--- config.mk ---
export PLATFORM = sky130hd
export DESIGN_NAME = utf8_to_utf16_transcoder
export DESIGN_NICKNAME = d
export VERILOG_FILES = /design/src/rtl/u8u16_pkg.sv /design/src/rtl/utf8_to_utf16_transcoder.sv
export SDC_FILE = /design/constraint.sdc
export NUM_CORES = 1
export LEC_CHECK = 0
export ABC_AREA = 1
export CORE_ASPECT_RATIO = 0.5
export CORE_UTILIZATION = 49
export DETAILED_ROUTE_END_ITERATION = 8
export DONT_BUFFER_PORTS = 1
export GPL_TIMING_DRIVEN = 0
export PLACE_DENSITY = 0.68
export SYNTH_ARGS = -nofsm -noshare
export SYNTH_HDL_FRONTEND = slang
export SYNTH_SLANG_ARGS = --single-unit
--- constraint.sdc ---
create_clock -name clk -period 4.75 [get_ports clk]
set_input_delay 0.95 -clock clk [delete_from_list [all_inputs] [get_ports clk]]
set_output_delay 0.95 -clock clk [all_outputs]
set_load 0.02 [all_outputs]
--- src/rtl/u8u16_pkg.sv ---
package u8u16_pkg;

	// Error kinds reported in the error_kind field.
	typedef enum logic [2:0] {
		ERR_LEAD      = 3'd0,
		ERR_CONT      = 3'd1,
		ERR_OVERLONG  = 3'd2,
		ERR_SURROGATE = 3'd3,
		ERR_RANGE     = 3'd4
	} err_kind_t;

	localparam int unsigned PointW = 21;
	localparam int unsigned UnitW  = 16;

	localparam logic [PointW-1:0] MinPoint2  = 21'h000080;
	localparam logic [PointW-1:0] MinPoint3  = 21'h000800;
	localparam logic [PointW-1:0] MinPoint4  = 21'h010000;
	localparam logic [PointW-1:0] SurrLo     = 21'h00D800;
	localparam logic [PointW-1:0] SurrHi     = 21'h00DFFF;
	localparam logic [PointW-1:0] MaxPoint   = 21'h10FFFF;
	localparam logic [PointW-1:0] BmpMax     = 21'h00FFFF;
	localparam logic [PointW-1:0] SuppBase   = 21'h010000;
	localparam logic [5:0]        HighPrefix = 6'b110110;
	localparam logic [5:0]        LowPrefix  = 6'b110111;

	// One result item.
	typedef struct packed {
		logic [UnitW-1:0] code_unit;
		logic             error_flag;
		err_kind_t        error_kind;
		logic             run_last;
		logic             closes_string;
	} result_t;

	// Sequence length of a lead byte; zero for a byte that cannot lead.
	function automatic logic [2:0] lead_length(input logic [7:0] b);
		logic [2:0] len;
		priority if (b[7] == 1'b0) len = 3'd1;
		else if (b[7:5] == 3'b110) len = 3'd2;
		else if (b[7:4] == 4'b1110) len = 3'd3;
		else if (b[7:3] == 5'b11110) len = 3'd4;
		else len = 3'd0;
		return len;
	endfunction

endpackage

--- src/rtl/utf8_to_utf16_transcoder.sv ---
// UTF-8 to UTF-16 transcoder.
// The slave channel takes one UTF-8 byte per transfer in s_tdata, with
// s_tlast marking the final byte of a string. The master channel gives
// UTF-16 code units in m_tdata, with m_tuser flagging error items and their
// kind, and m_tlast set on the last result item of a string.
// A byte is held in an input register and decoded against the sequence
// state; its results land in an output register, so a byte passes the input
// register and then the output register before its first result is offered.
// Throughput is one byte per cycle while the receiver takes every item and
// no low surrogate is pending. A code point above the basic plane gives two
// code units; the low surrogate waits in a pending register and the input
// register holds while it is sent. Bytes that complete nothing give no
// result and pass at full rate while the output register is free.
// After an error one error item is sent and the rest of the string is
// dropped, unless the error came on the string's final byte.
// Reset clears the sequence state, the dropping flag and all valid flags;
// the block takes a byte on the first cycle after reset is released.
// When the receiver stalls, the output and pending registers hold their
// items and the input register fills, after which s_tready falls.
module utf8_to_utf16_transcoder (
	input  logic        clk,
	input  logic        arst_n,
	input  logic        s_tvalid,
	output logic        s_tready,
	input  logic [7:0]  s_tdata,  // [7:0] data_byte
	input  logic        s_tlast,  // string_end
	output logic        m_tvalid,
	input  logic        m_tready,
	output logic [23:0] m_tdata,  // [15:0] code_unit, [16] run_last, [23:17] zero
	output logic [3:0]  m_tuser,  // [0] error_flag, [3:1] error_kind
	output logic        m_tlast   // closes_string
);

	// Input register.
	logic       in_valid_s1;
	logic [7:0] byte_s1;
	logic       end_s1;

	// Sequence state.
	logic [u8u16_pkg::PointW-1:0] partial_q;
	logic [1:0]                   left_q;
	logic [2:0]                   seqlen_q;
	logic                         bad_q;
	logic                         drop_q;

	// Output register and the pending second unit of a surrogate pair.
	logic                 out_valid_q;
	u8u16_pkg::result_t   out_q;
	logic                 pend_valid_q;
	u8u16_pkg::result_t   pend_q;

	// Decode results.
	logic [u8u16_pkg::PointW-1:0] partial_d;
	logic [1:0]                   left_d;
	logic [2:0]                   seqlen_d;
	logic                         bad_d;
	logic                         drop_d;
	logic [1:0]                   nres;
	u8u16_pkg::result_t           res0;
	u8u16_pkg::result_t           res1;

	logic                         fire;
	logic                         out_free;
	logic [2:0]                   len;
	logic [u8u16_pkg::PointW-1:0] cont_point;
	logic [u8u16_pkg::PointW-1:0] emit_cp;
	logic [u8u16_pkg::PointW-1:0] supp;
	logic [u8u16_pkg::PointW-1:0] min_cp;
	logic [1:0]                   left_dec;
	logic                         do_emit;
	logic                         do_err;
	u8u16_pkg::err_kind_t         kind;

	assign out_free = !out_valid_q || m_tready;
	// The decoded byte moves on once its results have somewhere to go.
	assign fire     = in_valid_s1 && !pend_valid_q && out_free;
	assign s_tready = !in_valid_s1 || fire;

	assign len        = u8u16_pkg::lead_length(byte_s1);
	assign cont_point = {partial_q[u8u16_pkg::PointW-7:0], byte_s1[5:0]};
	assign left_dec   = left_q - 2'd1;
	assign supp       = emit_cp - u8u16_pkg::SuppBase;

	always_comb begin
		unique case (seqlen_q)
			3'd2:    min_cp = u8u16_pkg::MinPoint2;
			3'd3:    min_cp = u8u16_pkg::MinPoint3;
			default: min_cp = u8u16_pkg::MinPoint4;
		endcase
	end

	// Sequence decode for the byte in the input register.
	always_comb begin
		partial_d = partial_q;
		left_d    = left_q;
		seqlen_d  = seqlen_q;
		bad_d     = bad_q;
		drop_d    = drop_q;
		do_emit   = 1'b0;
		do_err    = 1'b0;
		kind      = u8u16_pkg::ERR_LEAD;
		emit_cp   = {{(u8u16_pkg::PointW-8){1'b0}}, byte_s1};

		if (drop_q) begin
			if (end_s1) begin
				drop_d = 1'b0;
			end
		end else if (left_q == 2'd0) begin
			if (len == 3'd0) begin
				do_err = 1'b1;
			end else if (len == 3'd1) begin
				do_emit = 1'b1;
			end else if (end_s1) begin
				do_err = 1'b1;
			end else begin
				unique case (len)
					3'd2:    partial_d = {{(u8u16_pkg::PointW-5){1'b0}}, byte_s1[4:0]};
					3'd3:    partial_d = {{(u8u16_pkg::PointW-4){1'b0}}, byte_s1[3:0]};
					default: partial_d = {{(u8u16_pkg::PointW-3){1'b0}}, byte_s1[2:0]};
				endcase
				left_d   = len[1:0] - 2'd1;
				seqlen_d = len;
				bad_d    = 1'b0;
			end
		end else begin
			partial_d = cont_point;
			left_d    = left_dec;
			bad_d     = bad_q || (byte_s1[7:6] != 2'b10);
			emit_cp   = cont_point;
			if (left_dec != 2'd0) begin
				// A string that ends inside a sequence counts as a bad lead.
				if (end_s1) begin
					do_err = 1'b1;
				end
			end else if (bad_d) begin
				do_err = 1'b1;
				kind   = u8u16_pkg::ERR_CONT;
			end else if (cont_point < min_cp) begin
				do_err = 1'b1;
				kind   = u8u16_pkg::ERR_OVERLONG;
			end else if (cont_point >= u8u16_pkg::SurrLo &&
				cont_point <= u8u16_pkg::SurrHi) begin
				do_err = 1'b1;
				kind   = u8u16_pkg::ERR_SURROGATE;
			end else if (cont_point > u8u16_pkg::MaxPoint) begin
				do_err = 1'b1;
				kind   = u8u16_pkg::ERR_RANGE;
			end else begin
				do_emit = 1'b1;
			end
		end

		// Any result closes the open sequence.
		if (do_err || do_emit || (drop_q && end_s1)) begin
			partial_d = '0;
			left_d    = 2'd0;
			seqlen_d  = 3'd0;
			bad_d     = 1'b0;
		end
		if (do_err) begin
			drop_d = !end_s1;
		end
	end

	// Result items for the decoded byte.
	always_comb begin
		res0 = '{code_unit: '0, error_flag: 1'b0, error_kind: u8u16_pkg::ERR_LEAD,
			run_last: 1'b1, closes_string: end_s1};
		res1 = res0;
		nres = 2'd0;
		if (do_err) begin
			nres               = 2'd1;
			res0.error_flag    = 1'b1;
			res0.error_kind    = kind;
			res0.closes_string = 1'b1;
		end else if (do_emit) begin
			if (emit_cp <= u8u16_pkg::BmpMax) begin
				nres           = 2'd1;
				res0.code_unit = emit_cp[u8u16_pkg::UnitW-1:0];
			end else begin
				nres               = 2'd2;
				res0.code_unit     = {u8u16_pkg::HighPrefix, supp[19:10]};
				res0.run_last      = 1'b0;
				res0.closes_string = 1'b0;
				res1.code_unit     = {u8u16_pkg::LowPrefix, supp[9:0]};
			end
		end
	end

	always_ff @(posedge clk or negedge arst_n) begin
		if (!arst_n) begin
			in_valid_s1 <= 1'b0;
		end else if (s_tready) begin
			in_valid_s1 <= s_tvalid;
		end
	end

	always_ff @(posedge clk) begin
		if (s_tready && s_tvalid) begin
			byte_s1 <= s_tdata;
			end_s1  <= s_tlast;
		end
	end

	always_ff @(posedge clk or negedge arst_n) begin
		if (!arst_n) begin
			partial_q <= '0;
			left_q    <= 2'd0;
			seqlen_q  <= 3'd0;
			bad_q     <= 1'b0;
			drop_q    <= 1'b0;
		end else if (fire) begin
			partial_q <= partial_d;
			left_q    <= left_d;
			seqlen_q  <= seqlen_d;
			bad_q     <= bad_d;
			drop_q    <= drop_d;
		end
	end

	always_ff @(posedge clk or negedge arst_n) begin
		if (!arst_n) begin
			out_valid_q  <= 1'b0;
			pend_valid_q <= 1'b0;
		end else if (out_free) begin
			if (pend_valid_q) begin
				out_valid_q  <= 1'b1;
				pend_valid_q <= 1'b0;
			end else begin
				out_valid_q  <= fire && (nres != 2'd0);
				pend_valid_q <= fire && (nres == 2'd2);
			end
		end
	end

	always_ff @(posedge clk) begin
		if (out_free) begin
			if (pend_valid_q) begin
				out_q <= pend_q;
			end else if (fire) begin
				out_q  <= res0;
				pend_q <= res1;
			end
		end
	end

	assign m_tvalid = out_valid_q;
	assign m_tdata  = {7'd0, out_q.run_last, out_q.code_unit};
	assign m_tuser  = {out_q.error_kind, out_q.error_flag};
	assign m_tlast  = out_q.closes_string;

	// A pending low surrogate always sits behind a valid output item.
	a_pend_behind_out: assert property (@(posedge clk) disable iff (!arst_n)
		pend_valid_q |-> out_valid_q)
		else $error("pending unit without an output item");

	// The pending item is only ever the low half of a pair.
	a_pend_low_half: assert property (@(posedge clk) disable iff (!arst_n)
		pend_valid_q |-> (!pend_q.error_flag &&
			pend_q.code_unit[15:10] == u8u16_pkg::LowPrefix))
		else $error("pending item is not a low surrogate");

	// An error item is final for its byte and for its string.
	a_err_closes: assert property (@(posedge clk) disable iff (!arst_n)
		(out_valid_q && out_q.error_flag) |-> (out_q.run_last && out_q.closes_string))
		else $error("error item does not close the string");

	// A high surrogate is always followed by its low half.
	a_high_then_low: assert property (@(posedge clk) disable iff (!arst_n)
		(out_valid_q && !out_q.error_flag &&
			out_q.code_unit[15:10] == u8u16_pkg::HighPrefix) |-> pend_valid_q)
		else $error("high surrogate without pending low half");

	// While dropping, no sequence is open.
	a_drop_clear: assert property (@(posedge clk) disable iff (!arst_n)
		drop_q |-> (left_q == 2'd0 && !bad_q))
		else $error("sequence open while dropping");

endmodule

==> metrics.md <==
| Metric | Value |
|---|---|
| # Post-CTS Setup Buffers | 0 |
| PostCTS Resize Cnt | 0 |
| Final setup vio count | 0 |
| Met2 wire len | 3.61 mm |
| RD Place Congestion | 0.911 |
| Proportion of layout cells with a drive suffix above 1 | 13.5% |
| Clk pin slew, worst setup/hold paths | 0.05 ns |
| Max clock buf depth | 2 |
| Synth Warn # | 0 |
| Top Layer Used | met4 |
| Clk Latency, worst-skew pair | 0.34 ns |
| Library cells used by synthesis | 39 |
| Worst setup EP type | flip-flop |
| Pre-Repair DR Iteration Count | 5 |
| CP bufs+invs | 4 |
| Min-delay worst type | in -> async |
| Leakage power | 1.90 nW |
| Critical path startpoint category | flip-flop |
| Critical Path Max Stage Delay | 0.53 ns |
| Crit-path slowest cell | edfxtp_1 |
| Most used flip-flop cell after synthesis | edfxtp_1 |
| Area delta synth->final | 12.1% |
| Nets | 466 |
| CTS sink count | 68 |
| I/O Pins | 44 |
| Gr ovfl total | 0 |
| CP Class | reg -> reg |
| Die height | 63.1 um |
| Reg-to-reg setup timing slack | 1.95 ns |
| Number of port buffers | 0 |
| Syn Inst Count | 428 |
| Fin cells | 543 |
| Core region area | 0.00694 mm^2 |
| Total CTS buffers | 9 |
| DPL Wire Length | 6.39 mm |
| Global-route usage over all layers | 23.7% |
| Vias in the first global route | 2725 |
| CTS tree | yes |
| Wire length on met3 | 889 um |
| Worst Clk Skew | 0.00671 ns |
| Syn avg cell area | 8.56 um^2 |
| Worst Path Required | 4.93 ns |
| F_max | 357 MHz |
| DRT antenna net count | 0 |
| Peak supply drop | 239 uV |
| CTS H-tree depth | 3 |
| Wl on met1 | 3.94 mm |
| Slew headroom | 41.6% |
| Final Hold Slack | 0.306 ns |
| Placed Instances | 527 |
| Slew @ Worst Pin | 0.876 ns |
| Initial antenna violation count | 0 |
| DRC | 0 |
| Routed vias/inst | 5.49 |
| CTS Hold Bufs | 0 |
| Slew Limit Fails | 0 |
| Synth Cell Area | 0.00366 mm^2 |
| Total wire length | 8.58 mm |
| RSZ-0062 raised after global routing | no |
| Worst path arrival time | 2.98 ns |
| Initial core utilization | 52.8% |
| Fin crit share | 59.0% |
| Delay-heaviest family, CP | compound AO/OA/AOI/OAI gates |
| Flops & latches, synth | 68 |
| Routed vias | 2979 |
| Asr flop ratio synth | 36.8% |
| Pwr/cell area | 607 mW/mm^2 |
| Final TNS setup | 0 ns |
| Worst-path cell chain | inv_1, o31ai_1, inv_1, ha_1, nand2_2, nand2_1, clkinv_2, nand3_2, a21oi_2, buf_4, o21ai_0, o21ai_0 |
| Rows | 21 |
| Diodes inserted | 0 |
| Number of flops mapped to enable cells by yosys | 43 |
| Final Hold Fails | 0 |
| Final min period | 2.80 ns |
| Max_cap viols | 0 |
| First-pass GRT wire length | 14.1 mm |
| Die width | 124 um |
| Iteration-0 DRC Markers | 384 |
| Pin count of the biggest net entering global routing | 26 |
| Die area | 0.00784 mm^2 |
| Status | completed |
| Routed wire length per instance | 15.8 um |
| Sequential cell area fraction in the yosys report | 52.3% |
| Root Buffer | clkbuf_16 |
| Max FO, Critical Path | 10 |
power by group:
group | internal, mW | switching (mW) | leakage [nW] | total [mW]
combinational | 0.246 | 0.583 | 1.01 | 0.829
sequential | 0.818 | 0.197 | 0.763 | 1.01
clock | 0.403 | 0.245 | 0.133 | 0.649
final timing paths:
kind | to | depth (start not counted) | from
hold reg to reg | seqlen_q[2] | 2 | seqlen_q[2]
max in group asynchronous | left_q[0] | 0 | arst_n
min in group clk | seqlen_q[2] | 2 | seqlen_q[2]
hold / removal | m_tvalid | 0 | arst_n
setup / recovery | m_tdata[12] | 12 | byte_s1[5]
setup reg to reg | m_tdata[12] | 12 | byte_s1[5]
layout by cell type, fill, tap and decap left out, types with 4 or more instances in the layout:
master and n:
buf_6 4, nand2_1 132, o21ai_0 13, nor2_1 51, buf_4 8, inv_1 32
nand3_1 38, conb_1 7, ha_1 7, a21oi_1 7, dfrtp_1 25, edfxtp_1 43
nor3_1 6, inv_2 7, nor2_2 5, nand2_2 6, clkbuf_16 9, nand4_1 5
clkbuf_1 7
flip-flops by register name, indices dropped and copies added, names as in the netlist, 2 cells and up:
name and cells:
left_q 2, pend_q 12, m_tuser 4, seqlen_q 3
partial_q 15, byte_s1 8, m_tdata 17
cell type report:
cell class                      instances  area [um^2]
Clock inverter                          5         53.8
Clock buffer                           11          233
Inverter                               43          165
Buffer                                 20          139
Fill cell                             603         2830
Tap cell                               92          115
Sequential cell                        68         1920
Timing Repair Buffer                    1         15.0
Multi-Input combinational cell        303         1470
stage by stage:
stage | util [%] | power, mW | cell area (um^2) | worst slack [ns]
3_5_place_dp | 55.1 | 1.83 | 3820 | 2.04
2_1_floorplan | - | 1.62 | 3680 | 1.99
3_3_place_gp | 54.8 | 1.80 | 3800 | 1.53
6_report | 59.2 | 2.49 | 4110 | 1.95
4_1_cts | 59.2 | 2.48 | 4110 | 2.01
5_1_grt | 59.2 | 2.64 | 4110 | 1.73
per-layer routing:
layer	GRT usage [%]	vias up
li1	-	1422
met1	33.3	1389
met2	34.7	154
met3	7.65	14
met4	7.83	0
met5	0	-
logic make-up after synthesis:
kind of cell	count (synthesis)	share of synthesized area [%]
XOR/XNOR	1	0.239
flip-flops	68	52.3
buffers and inverters	63	8.30
other	1	0.102
AND/OR/NAND/NOR	254	31.0
AO/OA/AOI/OAI	34	5.67
adder cells (fa/ha/maj)	7	2.39
worst register-to-register path, delay by kind of cell, from the launching register on:
kind	cells	cell delay, ns
fa+ha+maj	1	0.25
simple gates	3	0.21
flops	1	0.53
buf+inv	4	0.62
compound gates	4	1.02
synth_stat cells (3+ instances only):
| master | instances | area [um^2] |
|---|---|---|
| buf_2 | 3 | 15.0 |
| a21oi_1 | 8 | 40.0 |
| dfrtp_1 | 25 | 626 |
| inv_1 | 32 | 120 |
| nor3_1 | 6 | 30.0 |
| edfxtp_1 | 43 | 1290 |
| o2111ai_1 | 3 | 26.3 |
| nor2_2 | 5 | 31.3 |
| nand3_1 | 38 | 190 |
| clkbuf_1 | 5 | 18.8 |
| buf_6 | 4 | 45.0 |
| o21ai_0 | 13 | 65.1 |
| ha_1 | 7 | 87.6 |
| nand4_1 | 5 | 31.3 |
| buf_4 | 8 | 60.1 |
| nand2_1 | 132 | 495 |
| inv_2 | 7 | 26.3 |
| nand2_2 | 6 | 37.5 |
| nor2_1 | 51 | 191 |
| nand2_4 | 3 | 33.8 |
(Power assumes the default switching activity.)
